`config.mk`:
```
export PLATFORM = sky130hd
export DESIGN_NAME = lttb_ram
export DESIGN_NICKNAME = d
export VERILOG_FILES = /design/src/sv/lttb_ram.sv
export SDC_FILE = /design/constraint.sdc
export NUM_CORES = 1
export LEC_CHECK = 0
export ABC_AREA = 1
export BUFFER_PORTS_ARGS = -buffer_cell sky130_fd_sc_hd__buf_2
export CAP_MARGIN = 20
export CORE_MARGIN = 3
export CORE_UTILIZATION = 50
export CTS_CLUSTER_SIZE = 28
export DETAILED_ROUTE_END_ITERATION = 6
export HOLD_SLACK_MARGIN = 0.12
export PLACE_DENSITY = 0.79
export SYNTH_ARGS = -nofsm -noshare
export SYNTH_HDL_FRONTEND = slang
export SYNTH_SLANG_ARGS = --single-unit
```
`constraint.sdc`:
```
create_clock -name clk -period 2.2 [get_ports clk]
set_clock_uncertainty 0.05 [all_clocks]
set_input_delay 0.44 -clock clk [delete_from_list [all_inputs] [get_ports clk]]
set_output_delay 0.44 -clock clk [all_outputs]
set_load 0.02 [all_outputs]
```
`src/sv/lttb_ram.sv`:
```
// Generic single-write, single-read synchronous RAM with registered read data.
// Self-contained; no package dependency.
module lttb_ram #(
	parameter int WIDTH = 8,
	parameter int DEPTH = 16
) (
	input  logic                     clk,
	input  logic                     we,
	input  logic [$clog2(DEPTH)-1:0] waddr,
	input  logic [WIDTH-1:0]         wdata,
	input  logic [$clog2(DEPTH)-1:0] raddr,
	output logic [WIDTH-1:0]         rdata
);

	logic [WIDTH-1:0] mem [DEPTH];

	always_ff @(posedge clk) begin
		if (we) begin
			mem[waddr] <= wdata;
		end
		rdata <= mem[raddr];
	end

endmodule

```
# After elaboration in Yosys (flattened, before gate mapping)
# Memory sizes are Yosys's and may differ from the RTL's. A register that Yosys moved wholly into a read port is not among the register bits.
# Index checks and enable logic that the tools add are counted.
dict set report op_classes {
  muxes 2
}
# op n
set op_table {}
lappend op_table {{1-bit two-way mux} 2}
dict set report word_totals {
  regBits 0
  ram_bits 128
  input_bits 18
  output_inout_bits 8
  wordCells 3
  n_memories 1
}
# memory words word_bits read_ports rd_ports_with_merged_regs wr line
set memory_table {}
lappend memory_table {mem 16 8 1 1 1 15} ;# logic [WIDTH-1:0] mem [DEPTH];

# Longest topological paths before layout
dict set report depth {
  depth_word 2
  mapped_depth 8
  ltp_nobuf 7
}

# Worst setup path after synthesis
# OpenSTA, ideal clock, no wires.
dict set report synth_timing {
  kind {input port to flip-flop}
  startpoint {input port waddr[2]}
  endpoint {memory mem[10][0], enable pin}
  setup_ns 0.370
  t_arrival_ns 1.021
  t_required_ns 1.780
  slack_ns 0.759
  stages 2
  n_path_buf 0
  cell_sequence {nand3b_1 > nor2_1}
}
# item line
set synth_rtl {}
lappend synth_rtl {{from (decl)} 9} ;# input logic [$clog2(DEPTH)-1:0] waddr,
lappend synth_rtl {{to (decl)} 15}
# Straight into the memory's write port.

# Final worst setup path
dict set report layout_timing {
  startpoint {register rdata[2], read port of mem}
  endpoint {output port rdata[2]}
}
# item line
set layout_rtl {}
lappend layout_rtl {{from (decl)} 12} ;# output logic [WIDTH-1:0] rdata
# No word-level cell between the ends.

==> impl_results.md <==
* Syn_nets at around 570
* Max-slew violations at 0
* FF-to-FF Start: mem[12][3]$_DFFE_PP_
* Max FO, Critical Path at 1
* Vias in the first global route at 3886
* Die height at approximately 110 um
* CTS H-tree lvls at 4
* YS warnings at 0
* #FFs+latches synth at 136
* Clk sinks at around 140
* Setup_tns at 0 ns
* WP data required at 1.71 ns
* Syn Area/Cell at 10.5 um^2
* Initial antenna violation count at 0
* Hold-fix buffers, CTS at 0
* Synthesized netlist cell count at 551
* Post-Syn Area at 0.00577 mm^2
* Port bufs at 25
* Clock transition at path regs at 0.06 ns
* Via density per instance at 5.27
* Setup Buffers After CTS at 0
* Relative slew slack at 0.440
* WL/cell at around 18 um
* Core region area at roughly 0.011 mm^2
* First-pass GRT wire length at 20900 um
* Drt first pass iters at 5
* Hold Crit Start: raddr[3]
* Fillers at around 860
* Final period util at 0.658
* Skew-Pair Late Insertion Delay at ~0.42 ns
* Layout overhead on the synthesized area at 14.7%
* Crit path buf inv count at 1
* Initial DRC count at 391
* Final hold vios at 0
* Final setup violation count at 0
* R2R Setup Slk at 1.09 ns
* Nets at 606
* Dpl hpwl at 7990 um
* Gpl congestion at 0.835
* Pwr Density at 919 mW/mm^2
* Startpoint Class: flip-flop
* Maximum vdd ir drop at 0.517 mV
* Total wire length at 13200 um
* TritonCTS Buffers at 17
* Worst-Margin Slew at roughly 0.84 ns
* Remaining DRCs at 0
* CP delay by family, top: flip-flops
* Starting Density at 0.523
* Setup CP Type: flip-flop to output pin
* Largest net degree at the start of global routing at 44
* Gr ovfl total at 0
* Max_cap viols at 0
* Post-DP Area at 0.00603 mm^2
* Sequential share of the synthesized area at 0.694
* Finished Cell Area at 0.00661 mm^2
* Worst hold path class: primary input to flip-flop
* Gr usage total at 0.219
* RSZ-0062 raised after global routing: no
* DR vias at 3908
* Setup crit end kind: output pin
* Fin cells at about 740
* Layout cells sized above 1 at 0.121
* Crit path largest cell delay at 0.37 ns
* Clock Path Buffers at 2
* CP cell instances: buf_2
* # diodes at 0
* Cell Rows at 38
* Netlist cell types at 12
* Static Leak at slightly below 3 nW
* ANT nets after route at 0
* Boundary Pins at 26
* CP max-delay cell: dfxtp_1
* Final core occ at 0.600
* Most frequent cells in the layout: 173 x nand2_1, 128 x edfxtp_1, 100 x inv_1
* Tmin final at around 1.4 ns
* Die extent in x at 113 um
* Die Area at around 0.013 mm^2
* Cts repair resizes at 0
* Status: finished clean
* FMAX at 690 MHz
* Critical Path Start: rdata[2]$_DFF_P_
* CP arrival at ~0.96 ns
* CTS tree: done
* Root buffer cell: clkbuf_16
* Inst Count DP at a little over 700
* Commonest non-fill, non-tap cell in the layout: nand2_1
## worst paths after layout
check / to / cells after the start
setup / recovery: rdata[2] / 1
hold / removal: rdata[5]$_DFF_P_ / 3
setup reg to reg: rdata[3]$_DFF_P_ / 6
hold reg to reg: rdata[3]$_DFF_P_ / 6
## through the flow
step	hold slack, ns	worst slack [ns]	total power [mW]
floorplan	0.489	0.759	3.19
global placement	0.591	0.422	3.31
detailed placement	0.601	0.348	3.33
CTS	0.353	0.720	6.09
global route	0.381	0.713	6.25
finish	0.369	0.751	6.08
## cells in the mapped netlist (all sizes together)
cell type | number | area [um^2]
nand2 | 173 | 649
edfxtp | 128 | 3840
inv | 102 | 383
nand3 | 97 | 485
buf | 24 | 166
nor2 | 17 | 63.8
dfxtp | 8 | 160
nand3b | 2 | 15.0
## report_power, final
part           internal [mW]  switching, mW
Clock                   1.76           1.03
Sequential              2.90         0.0195
Combinational         0.0991          0.267
## metal layers
metal  GRT usage  routed length [um]
met3      0.0615                1080
met5           0                   0
met4      0.0817                 282
met1       0.283                5240
met2       0.355                6560
## sequential cells by signal (all words and copies together), names as in the netlist
signal / flops
mem: 128
rdata: 8
## logic make-up (layout without fill, tap and decap cells)
family	count (synthesis)	in the layout	synth area share
DFF	136	136	0.694
buffers and inverters	126	176	0.0952
and+or+nand+nor	289	289	0.210
## layout make-up
cell class	count	area (um^2)	area share
clock buffers	17	425	0.0643
clock inverters	15	160	0.0242
inverters	102	383	0.0579
multi-input cells	289	1210	0.184
flip-flops and latches	136	4000	0.605
well taps	140	175	0.0265
repair buffers	42	253	0.0382
## tightest hold or removal path, cell delays in order
cell and delay (ns):
buf_2 0.17, nand3_1 0.11, nand2_1 0.06
(Power assumes the default switching activity.)
